$ cat src/rtl/cfcap_pkg.sv
// Shared types, codes and constants of the CAN frame capture and trigger block.
package cfcap_pkg;

    // default sizing
    localparam int PAGE_BYTES_DEF  = 256;
    localparam int ENTRY_BYTES_DEF = 20;
    localparam int LOG_PAGES_DEF   = 4096;

    localparam int NUM_BUSES  = 6;
    localparam int KIB_SHIFT  = 10;
    localparam int BUDGET_W   = 27;
    localparam int PADDR_W    = 5;

    localparam logic [5:0] BUS_EN_RST = 6'h3F;

    // command codes
    localparam logic [1:0] CMD_FRAME = 2'd0;
    localparam logic [1:0] CMD_START = 2'd1;
    localparam logic [1:0] CMD_ARM   = 2'd2;
    localparam logic [1:0] CMD_STOP  = 2'd3;

    // run states
    localparam logic [1:0] ST_IDLE  = 2'd0;
    localparam logic [1:0] ST_REC   = 2'd1;
    localparam logic [1:0] ST_ARMED = 2'd2;
    localparam logic [1:0] ST_CAPT  = 2'd3;

    localparam logic [1:0] MODE_TRIGGERED = 2'd2;

    // trigger byte tests
    localparam logic [2:0] CMP_ANY  = 3'd0;
    localparam logic [2:0] CMP_EQ   = 3'd1;
    localparam logic [2:0] CMP_GT   = 3'd2;
    localparam logic [2:0] CMP_LT   = 3'd3;
    localparam logic [2:0] CMP_MASK = 3'd4;

    // register indexes
    localparam logic [2:0] REG_BUS_EN     = 3'd0;
    localparam logic [2:0] REG_LOG_MODE   = 3'd1;
    localparam logic [2:0] REG_TRIG_BUS   = 3'd2;
    localparam logic [2:0] REG_TRIG_IDENT = 3'd3;
    localparam logic [2:0] REG_TRIG_INDEX = 3'd4;
    localparam logic [2:0] REG_TRIG_CMP   = 3'd5;
    localparam logic [2:0] REG_TRIG_OPND  = 3'd6;
    localparam logic [2:0] REG_POST_KIB   = 3'd7;

    typedef struct packed {
        logic [1:0]  command;
        logic [2:0]  src_bus;
        logic [28:0] frame_ident;
        logic [3:0]  length_code;
        logic [63:0] payload;
        logic [31:0] now_ms;
    } t_in_word;

    typedef struct packed {
        logic        logged;
        logic [31:0] rel_time;
        logic [3:0]  slot;
        logic        page_done;
        logic [11:0] page_number;
        logic        trigger_hit;
        logic        capture_end;
        logic [1:0]  mode_now;
        logic [31:0] total_entries;
        logic [31:0] total_wraps;
    } t_out_word;

    typedef struct packed {
        logic [5:0]  bus_enable;
        logic [1:0]  log_mode;
        logic [7:0]  trig_bus;
        logic [28:0] trig_ident;
        logic [2:0]  trig_byte_index;
        logic [2:0]  trig_compare;
        logic [7:0]  trig_operand;
        logic [15:0] post_kib;
    } t_cfg;

    localparam t_cfg CFG_RST = '{bus_enable: BUS_EN_RST, log_mode: 2'd0, trig_bus: 8'd0,
                                 trig_ident: 29'd0, trig_byte_index: 3'd0,
                                 trig_compare: 3'd0, trig_operand: 8'd0,
                                 post_kib: 16'd0};

endpackage

$ cat src/rtl/cfcap_trig.sv
// Trigger match: bus, identifier and payload byte test against the trigger registers.
module cfcap_trig (
    input  cfcap_pkg::t_cfg       i_cfg,
    input  logic [2:0]            i_bus,
    input  logic [28:0]           i_ident,
    input  logic [3:0]            i_dlc,
    input  logic [63:0]           i_payload,
    output logic                  o_match
);
    import cfcap_pkg::*;

    logic [7:0] w_byte;
    logic       w_addr_ok;
    logic       w_byte_ok;
    logic       w_in_len;

    assign w_byte    = i_payload[i_cfg.trig_byte_index*8 +: 8];
    assign w_addr_ok = ({5'd0, i_bus} == i_cfg.trig_bus) && (i_ident == i_cfg.trig_ident);
    // a byte beyond the length code never passes a value test
    assign w_in_len  = ({1'b0, i_cfg.trig_byte_index} < i_dlc);

    always_comb begin
        case (i_cfg.trig_compare)
            CMP_ANY:  w_byte_ok = 1'b1;
            CMP_EQ:   w_byte_ok = w_in_len && (w_byte == i_cfg.trig_operand);
            CMP_GT:   w_byte_ok = w_in_len && (w_byte > i_cfg.trig_operand);
            CMP_LT:   w_byte_ok = w_in_len && (w_byte < i_cfg.trig_operand);
            CMP_MASK: w_byte_ok = w_in_len && ((w_byte & i_cfg.trig_operand) != 8'd0);
            default:  w_byte_ok = 1'b0;
        endcase
    end

    assign o_match = w_addr_ok && w_byte_ok;

endmodule

$ cat src/rtl/can_frame_capture_trigger.sv
// Channel  | Signals                                  | Direction
// ---------+------------------------------------------+----------
// in       | i_in_valid, o_in_ready, i_in_word        | word in
// out      | o_out_valid, i_out_ready, o_out_word     | word out
// config   | psel, penable, pwrite, paddr, pwdata,    | APB slave
//          | prdata, pready                           |
//
// One word per cycle sustained while the output is not stalled; a word passes
// the input register, then the state update that loads the result register.
// The run state, page fill and counters update in the same cycle that loads
// the result register, so back-to-back words see each other's effects.
// A stalled output holds the result register and the input register; the
// input side stalls only when both are full. Reset clears state and valid flags.
module can_frame_capture_trigger #(
    parameter int PAGE_BYTES  = cfcap_pkg::PAGE_BYTES_DEF,
    parameter int ENTRY_BYTES = cfcap_pkg::ENTRY_BYTES_DEF,
    parameter int LOG_PAGES   = cfcap_pkg::LOG_PAGES_DEF
) (
    input  logic                          i_clk,
    input  logic                          i_rst_n,
    input  logic                          i_in_valid,
    output logic                          o_in_ready,
    input  cfcap_pkg::t_in_word           i_in_word,
    output logic                          o_out_valid,
    input  logic                          i_out_ready,
    output cfcap_pkg::t_out_word          o_out_word,
    input  logic                          psel,
    input  logic                          penable,
    input  logic                          pwrite,
    input  logic [cfcap_pkg::PADDR_W-1:0] paddr,
    input  logic [31:0]                   pwdata,
    output logic [31:0]                   prdata,
    output logic                          pready
);
    import cfcap_pkg::*;

    localparam int PER_PAGE = PAGE_BYTES / ENTRY_BYTES;
    localparam int FILL_W   = $clog2(PER_PAGE + 1);
    localparam int PTR_W    = (LOG_PAGES > 2) ? $clog2(LOG_PAGES) : 1;

    // ---------------- configuration registers ----------------
    t_cfg       r_cfg;
    logic [2:0] w_reg_idx;
    logic       w_cfg_wr;

    assign pready    = 1'b1;
    assign w_reg_idx = paddr[PADDR_W-1:2];
    assign w_cfg_wr  = psel && penable && pwrite;

    always_ff @(posedge i_clk) begin
        if (!i_rst_n) begin
            r_cfg <= CFG_RST;
        end else if (w_cfg_wr) begin
            unique case (w_reg_idx)
                REG_BUS_EN:     r_cfg.bus_enable      <= pwdata[5:0];
                REG_LOG_MODE:   r_cfg.log_mode        <= pwdata[1:0];
                REG_TRIG_BUS:   r_cfg.trig_bus        <= pwdata[7:0];
                REG_TRIG_IDENT: r_cfg.trig_ident      <= pwdata[28:0];
                REG_TRIG_INDEX: r_cfg.trig_byte_index <= pwdata[2:0];
                REG_TRIG_CMP:   r_cfg.trig_compare    <= pwdata[2:0];
                REG_TRIG_OPND:  r_cfg.trig_operand    <= pwdata[7:0];
                REG_POST_KIB:   r_cfg.post_kib        <= pwdata[15:0];
                default:        r_cfg.bus_enable      <= r_cfg.bus_enable;
            endcase
        end
    end

    always_comb begin
        unique case (w_reg_idx)
            REG_BUS_EN:     prdata = {26'd0, r_cfg.bus_enable};
            REG_LOG_MODE:   prdata = {30'd0, r_cfg.log_mode};
            REG_TRIG_BUS:   prdata = {24'd0, r_cfg.trig_bus};
            REG_TRIG_IDENT: prdata = {3'd0, r_cfg.trig_ident};
            REG_TRIG_INDEX: prdata = {29'd0, r_cfg.trig_byte_index};
            REG_TRIG_CMP:   prdata = {29'd0, r_cfg.trig_compare};
            REG_TRIG_OPND:  prdata = {24'd0, r_cfg.trig_operand};
            REG_POST_KIB:   prdata = {16'd0, r_cfg.post_kib};
            default:        prdata = 32'd0;
        endcase
    end

    // ---------------- pipeline handshake ----------------
    logic     r_in_valid;
    t_in_word r_in_word;
    logic     r_out_valid;
    t_out_word r_out_word;
    logic     w_adv;
    logic     w_step;

    assign w_adv       = !r_out_valid || i_out_ready;
    assign w_step      = r_in_valid && w_adv;
    assign o_in_ready  = !r_in_valid || w_adv;
    assign o_out_valid = r_out_valid;
    assign o_out_word  = r_out_word;

    always_ff @(posedge i_clk) begin
        if (!i_rst_n) begin
            r_in_valid <= 1'b0;
        end else if (o_in_ready) begin
            r_in_valid <= i_in_valid;
        end
    end

    always_ff @(posedge i_clk) begin
        if (o_in_ready) begin
            r_in_word <= i_in_word;
        end
    end

    // ---------------- capture state ----------------
    logic [1:0]          r_state,  n_state;
    logic [31:0]         r_start,  n_start;
    logic [FILL_W-1:0]   r_fill,   n_fill;
    logic [PTR_W-1:0]    r_ptr,    n_ptr;
    logic [31:0]         r_wraps,  n_wraps;
    logic [31:0]         r_entries, n_entries;
    logic [BUDGET_W-1:0] r_budget, n_budget;

    logic                w_match;
    logic [7:0]          w_mask8;
    logic [FILL_W-1:0]   w_fill_inc;
    logic [31:0]         w_slot_ext;
    logic [31:0]         w_ptr_ext;
    logic                w_flush;
    t_out_word           n_out;

    cfcap_trig u_trig (
        .i_cfg     (r_cfg),
        .i_bus     (r_in_word.src_bus),
        .i_ident   (r_in_word.frame_ident),
        .i_dlc     (r_in_word.length_code),
        .i_payload (r_in_word.payload),
        .o_match   (w_match)
    );

    assign w_mask8    = {2'b00, r_cfg.bus_enable};
    assign w_fill_inc = r_fill + FILL_W'(1);
    assign w_slot_ext = 32'(r_fill);
    assign w_ptr_ext  = 32'(r_ptr);

    always_comb begin
        n_state   = r_state;
        n_start   = r_start;
        n_fill    = r_fill;
        n_ptr     = r_ptr;
        n_wraps   = r_wraps;
        n_entries = r_entries;
        n_budget  = r_budget;
        w_flush   = 1'b0;
        n_out     = '0;

        unique case (r_in_word.command)
            CMD_FRAME: begin
                if (r_state != ST_IDLE && {5'd0, r_in_word.src_bus} < 8'(NUM_BUSES)
                        && w_mask8[r_in_word.src_bus]) begin
                    n_out.logged   = 1'b1;
                    n_out.rel_time = r_in_word.now_ms - r_start;
                    n_out.slot     = w_slot_ext[3:0];
                    n_fill         = w_fill_inc;
                    // page cannot take another entry: flush it
                    if (w_fill_inc >= FILL_W'(PER_PAGE)) begin
                        w_flush = 1'b1;
                    end
                    if (r_entries != 32'hFFFF_FFFF) begin
                        n_entries = r_entries + 32'd1;
                    end
                    if (r_state == ST_ARMED) begin
                        if (w_match) begin
                            n_out.trigger_hit = 1'b1;
                            n_budget = BUDGET_W'(r_cfg.post_kib) << KIB_SHIFT;
                            n_state  = ST_CAPT;
                        end
                    end else if (r_state == ST_CAPT) begin
                        if (r_budget <= BUDGET_W'(ENTRY_BYTES)) begin
                            // budget spent: stop and flush the page in progress
                            n_state           = ST_IDLE;
                            w_flush           = 1'b1;
                            n_out.capture_end = 1'b1;
                        end else begin
                            n_budget = r_budget - BUDGET_W'(ENTRY_BYTES);
                        end
                    end
                end
            end
            CMD_START: begin
                if (r_state != ST_REC) begin
                    n_start = r_in_word.now_ms;
                    n_state = ST_REC;
                    n_fill  = '0;
                end
            end
            CMD_ARM: begin
                if (r_state == ST_IDLE && r_cfg.log_mode == MODE_TRIGGERED) begin
                    n_start  = r_in_word.now_ms;
                    n_state  = ST_ARMED;
                    n_fill   = '0;
                    n_budget = '0;
                end
            end
            CMD_STOP: begin
                if (r_state != ST_IDLE) begin
                    n_state = ST_IDLE;
                    w_flush = (r_fill != '0);
                end
            end
            default: begin
                n_state = r_state;
            end
        endcase

        if (w_flush) begin
            n_out.page_done   = 1'b1;
            n_out.page_number = w_ptr_ext[11:0];
            n_fill            = '0;
            if (r_ptr == PTR_W'(LOG_PAGES - 1)) begin
                n_ptr   = '0;
                n_wraps = r_wraps + 32'd1;
            end else begin
                n_ptr = r_ptr + PTR_W'(1);
            end
        end

        n_out.mode_now      = n_state;
        n_out.total_entries = n_entries;
        n_out.total_wraps   = n_wraps;
    end

    always_ff @(posedge i_clk) begin
        if (!i_rst_n) begin
            r_state     <= ST_IDLE;
            r_start     <= '0;
            r_fill      <= '0;
            r_ptr       <= '0;
            r_wraps     <= '0;
            r_entries   <= '0;
            r_budget    <= '0;
            r_out_valid <= 1'b0;
        end else if (w_step) begin
            r_state     <= n_state;
            r_start     <= n_start;
            r_fill      <= n_fill;
            r_ptr       <= n_ptr;
            r_wraps     <= n_wraps;
            r_entries   <= n_entries;
            r_budget    <= n_budget;
            r_out_valid <= 1'b1;
        end else if (i_out_ready) begin
            r_out_valid <= 1'b0;
        end
    end

    always_ff @(posedge i_clk) begin
        if (w_step) begin
            r_out_word <= n_out;
        end
    end

    // ---------------- checks ----------------
    a_idle_page_empty: assert property (@(posedge i_clk) disable iff (!i_rst_n)
        (r_state == ST_IDLE) |-> (r_fill == '0))
        else $error("partial page held while idle");

    a_fill_bound: assert property (@(posedge i_clk) disable iff (!i_rst_n)
        r_fill < FILL_W'(PER_PAGE))
        else $error("page fill beyond page capacity");

    a_end_idle: assert property (@(posedge i_clk) disable iff (!i_rst_n)
        (r_out_valid && r_out_word.capture_end) |->
            (r_out_word.mode_now == ST_IDLE && r_out_word.page_done))
        else $error("capture end without idle and flush");

    a_hit_capt: assert property (@(posedge i_clk) disable iff (!i_rst_n)
        (r_out_valid && r_out_word.trigger_hit) |->
            (r_out_word.mode_now == ST_CAPT && r_out_word.logged))
        else $error("trigger hit without capture");

    a_wrap_step: assert property (@(posedge i_clk) disable iff (!i_rst_n)
        (r_wraps != $past(r_wraps)) |-> ($past(w_step) && r_ptr == '0))
        else $error("wrap count moved without pointer wrap");

endmodule

$ cat config.mk
export PLATFORM = sky130hd
export DESIGN_NAME = can_frame_capture_trigger
export DESIGN_NICKNAME = d
export VERILOG_FILES = /design/src/rtl/cfcap_pkg.sv /design/src/rtl/cfcap_trig.sv /design/src/rtl/can_frame_capture_trigger.sv
export SDC_FILE = /design/constraint.sdc
export NUM_CORES = 1
export LEC_CHECK = 0
export BUFFER_PORTS_ARGS = -buffer_cell sky130_fd_sc_hd__buf_2
export CORE_MARGIN = 4
export CORE_UTILIZATION = 24
export CTS_BUF_LIST = sky130_fd_sc_hd__clkbuf_8
export DETAILED_ROUTE_END_ITERATION = 6
export SYNTH_ARGS = -nofsm -noshare
export SYNTH_HDL_FRONTEND = slang
export SYNTH_SLANG_ARGS = --single-unit
$ cat constraint.sdc
create_clock -name i_clk -period 15.9 [get_ports i_clk]
set_input_delay 1.59 -clock i_clk [delete_from_list [all_inputs] [get_ports i_clk]]
set_output_delay 1.59 -clock i_clk [all_outputs]
set_load 0.005 [all_outputs]
==> summary.txt <==
Status
  • Status: finished clean

Yosys
  • Seq/Total Area, Yosys: between 50% and 60%
  • Flops & latches, synth: between 400 and 500
  • Unique cell type count in the Yosys netlist: 82
  • Avg Inst Size Synth: 10.7 sq um
  • Cell area after synthesis: 22,200 sq um
  • Synth Instances: 2,069
  • Post-synth ARST share: 0%
  • Top_reg_cell synth: edfxtp_1
  • Post-synth EDFFs: 252
  • Synth warnings: 0

Timing
  • Period utilization: between 30 and 40%
  • Fmax: 0.190 GHz
  • Final Slew Violations: 0
  • Minimum clock period: 5250 ps
  • Setup Skew: around 60 ps
  • RSZ-0062 raised after global routing: false
  • Fin. Hold Viols: 0
  • Post-Route Setup TNS: 0 ps
  • Worst-margin pin slew: around 1100 ps
  • Setup violators final: 0
  • Final WS setup: around 11,000 ps
  • Worst rel slew slack: 29.5%

CTS
  • CTS clock-pin slew for the worst setup and hold paths: 50 ps
  • TritonCTS clock tree: done
  • H-tree Lvls: 3
  • TritonCTS Buffers: 88
  • # hold bufs at CTS: 0
  • Clock latency on the worst-skew pair: 730 ps
  • Root buffer cell: clkbuf_8
  • PostCTS Resize Cnt: 0
  • Setup Buffers After CTS: 0
  • Clock buffer depth: 3
  • CTS Sinks: 468

Global route
  • Largest net degree at the start of global routing: slightly above 100
  • First-pass GRT wire length: slightly above 90 mm
  • Number of global-route vias before repair: ~16,000
  • Initial antenna violation count: 13
  • Gr ovfl total: 0
  • GRT Resource Usage Total: between 10% and 20%

Critical path
  • Crit-path cells: buf_2 > nand2_1 > nor2_1 > and2_1 > buf_2
  • Startpoint Class: input port
  • Worst Path Required: ~14,000 ps
  • CP max-delay cell: nor2_1
  • Reg2Reg Depth: 14
  • WS Path Type: in2out
  • FF-to-FF Start: r_cfg[27]
  • CP Data Arrival Time: ~3700 ps
  • Largest stage delay, worst path: between 800 and 900 ps
  • Most used cell, CP: buf_2
  • Crit. End Element: output pin
  • Reg2reg setup slack: approximately 12,000 ps
  • Max FO, Critical Path: 21
  • Crit Reg-Reg Endpoint: r_budget[13]

Power
  • Pint: between 2 and 2.5 mW
  • Combinational power share: under 10%
  • Sequential power share: approximately half
  • P per Cell Area: approximately 100 nW/um^2
  • Clk pwr share: 43.8%
  • Sw power: 0.688 mW
  • Lkg Pwr: approximately 10 nW
  • Sw Ratio: 24.9%
  • VDD IR max: 0.0000697 V

Layout
  • Fillers: 9,547
  • Share of cells above drive strength 1: between 20% and 30%
  • Fin nets: between 2,000 and 3,000
  • Commonest cells after routing, fill and taps aside: 320 x buf_2, 252 x edfxtp_1, 246 x nand2_1, 216 x dfxtp_1, 132 x nor2_1
  • Most common cell after layout, fill and taps aside: buf_2
  • Syn-to-layout area delta: 21.7%

Floorplanning
  • # IOs: roughly 330
  • Vert. Die Dim: approximately 310 um
  • Die Wd: between 300 and 400 um
  • Num rows: about 110
  • Core area: 91,800 sq um
  • Die ar.: about 100,000 sq um
  • Initial Util: ~24%

Drt
  • Post-route ant nets: 0
  • DR WL/cell: between 15 and 20 um
  • Residual DRC: 0
  • Vias per cell: 4.28
  • Routed vias: ~16,000
  • 1st-pass router iterations: 5
  • Initial DRC count: roughly 880
  • Routed WL: 61.1 mm

Job
  • Max-cap violations: 0

Place
  • Worst slack at placement: between 10,000 and 15,000 ps
  • Routability congestion estimate: ~0.80
  • Port bufs: roughly 320
  • Detailed Place HPWL: 43.7 mm

Worst hold path
  • Worst hold path cell count: 2
  • HP Class: reg2reg
  • Hold endpoint: r_entries[21]
  • HP Start: r_entries[21]
## worst max-delay path, delay by kind of cell
kind	cells	cell delay, ps
buf+inv	2	480
simple gates	3	1570
## metrics by stage
| step | hold WS (ps) | util (%) | total power, mW | instance area, sq um | cells |
|---|---|---|---|---|---|
| 2_1_floorplan | 446 | - | 1.49 | 22200 | 2071 |
| 3_3_place_gp | 466 | 27.5 | 1.58 | 25200 | 3560 |
| 3_5_place_dp | 470 | 27.5 | 1.58 | 25200 | 3560 |
| 4_1_cts | 481 | 29.4 | 2.82 | 27000 | 3723 |
| 5_1_grt | 504 | 29.4 | 2.90 | 27000 | 3726 |
| 6_report | 476 | 29.4 | 2.76 | 27000 | 3726 |
## synth_stat cells (all sizes together), types with 69 or more instances
master | number | area [sq um]
edfxtp | 252 | 7570
nor2b | 74 | 463
inv | 70 | 263
nor2 | 134 | 522
mux2i | 69 | 691
nand3 | 75 | 375
and2 | 82 | 513
clkbuf | 86 | 323
nand2 | 248 | 933
xnor2 | 102 | 893
dfxtp | 216 | 4320
xor2 | 87 | 762
## how the worst max path moves through the flow
stage	start	to	slack, ps
after global routing	paddr[2]	prdata[16]	10510
after floorplan	i_out_ready	r_entries[5]	8840
after CTS	paddr[2]	prdata[16]	10590
after detailed placement	paddr[2]	prdata[16]	10590
after global placement	paddr[2]	prdata[17]	10620
final	paddr[2]	prdata[16]	10650
## layout make-up
type	instances	area (sq um)	share of cell area (%)
inverter	71	272	1.00
timing repair buffer	345	1790	6.62
clock buffer	100	1380	5.09
tap	1243	1560	5.75
clock inverter	63	447	1.65
sequential	468	11900	44.0
multi-input combinational	1433	9690	35.9
antenna	3	7.51	0.0278
## metal layers
metal / vias up / GRT usage, % / routed length [um]
met2: 404 / 19.9 / 28100
met5: - / 0 / 56
met3: 94 / 3.36 / 3940
met4: 8 / 4.47 / 1490
li1: 7998 / - / -
met1: 7459 / 15.7 / 27400
## sequential cells by signal (all words and copies together) (netlist names)
| signal | cells |
|---|---|
| r_in_word | 134 |
| o_out_word | 118 |
| r_cfg | 75 |
| r_entries | 32 |
| r_start | 32 |
| r_wraps | 32 |
| r_budget | 25 |
| r_ptr | 12 |
| r_fill | 4 |
| r_state | 2 |
| o_out_valid | 1 |
| r_in_valid | 1 |
## kinds of logic (layout without fill, tap and decap cells)
| family | after synthesis | after routing | share of synthesized area (%) |
|---|---|---|---|
| flops | 468 | 468 | 53.5 |
| xor+xnor | 189 | 189 | 7.45 |
| compound gates | 278 | 278 | 8.65 |
| other cells | 2 | 7 | 0.0338 |
| fa+ha+maj | 61 | 61 | 3.47 |
| buf+inv | 170 | 579 | 2.99 |
| simple gates | 803 | 803 | 18.1 |
| mux | 98 | 98 | 5.80 |
## power by group through the flow
stage	Sequential [mW]	Clock [mW]	Combinational [mW]
detailed placement	1.36	0	0.220
floorplan	1.36	0	0.135
finish	1.33	1.21	0.217
CTS	1.33	1.27	0.222
global placement	1.36	0	0.219
global route	1.34	1.32	0.244
Power figures use the tool's default switching activity.
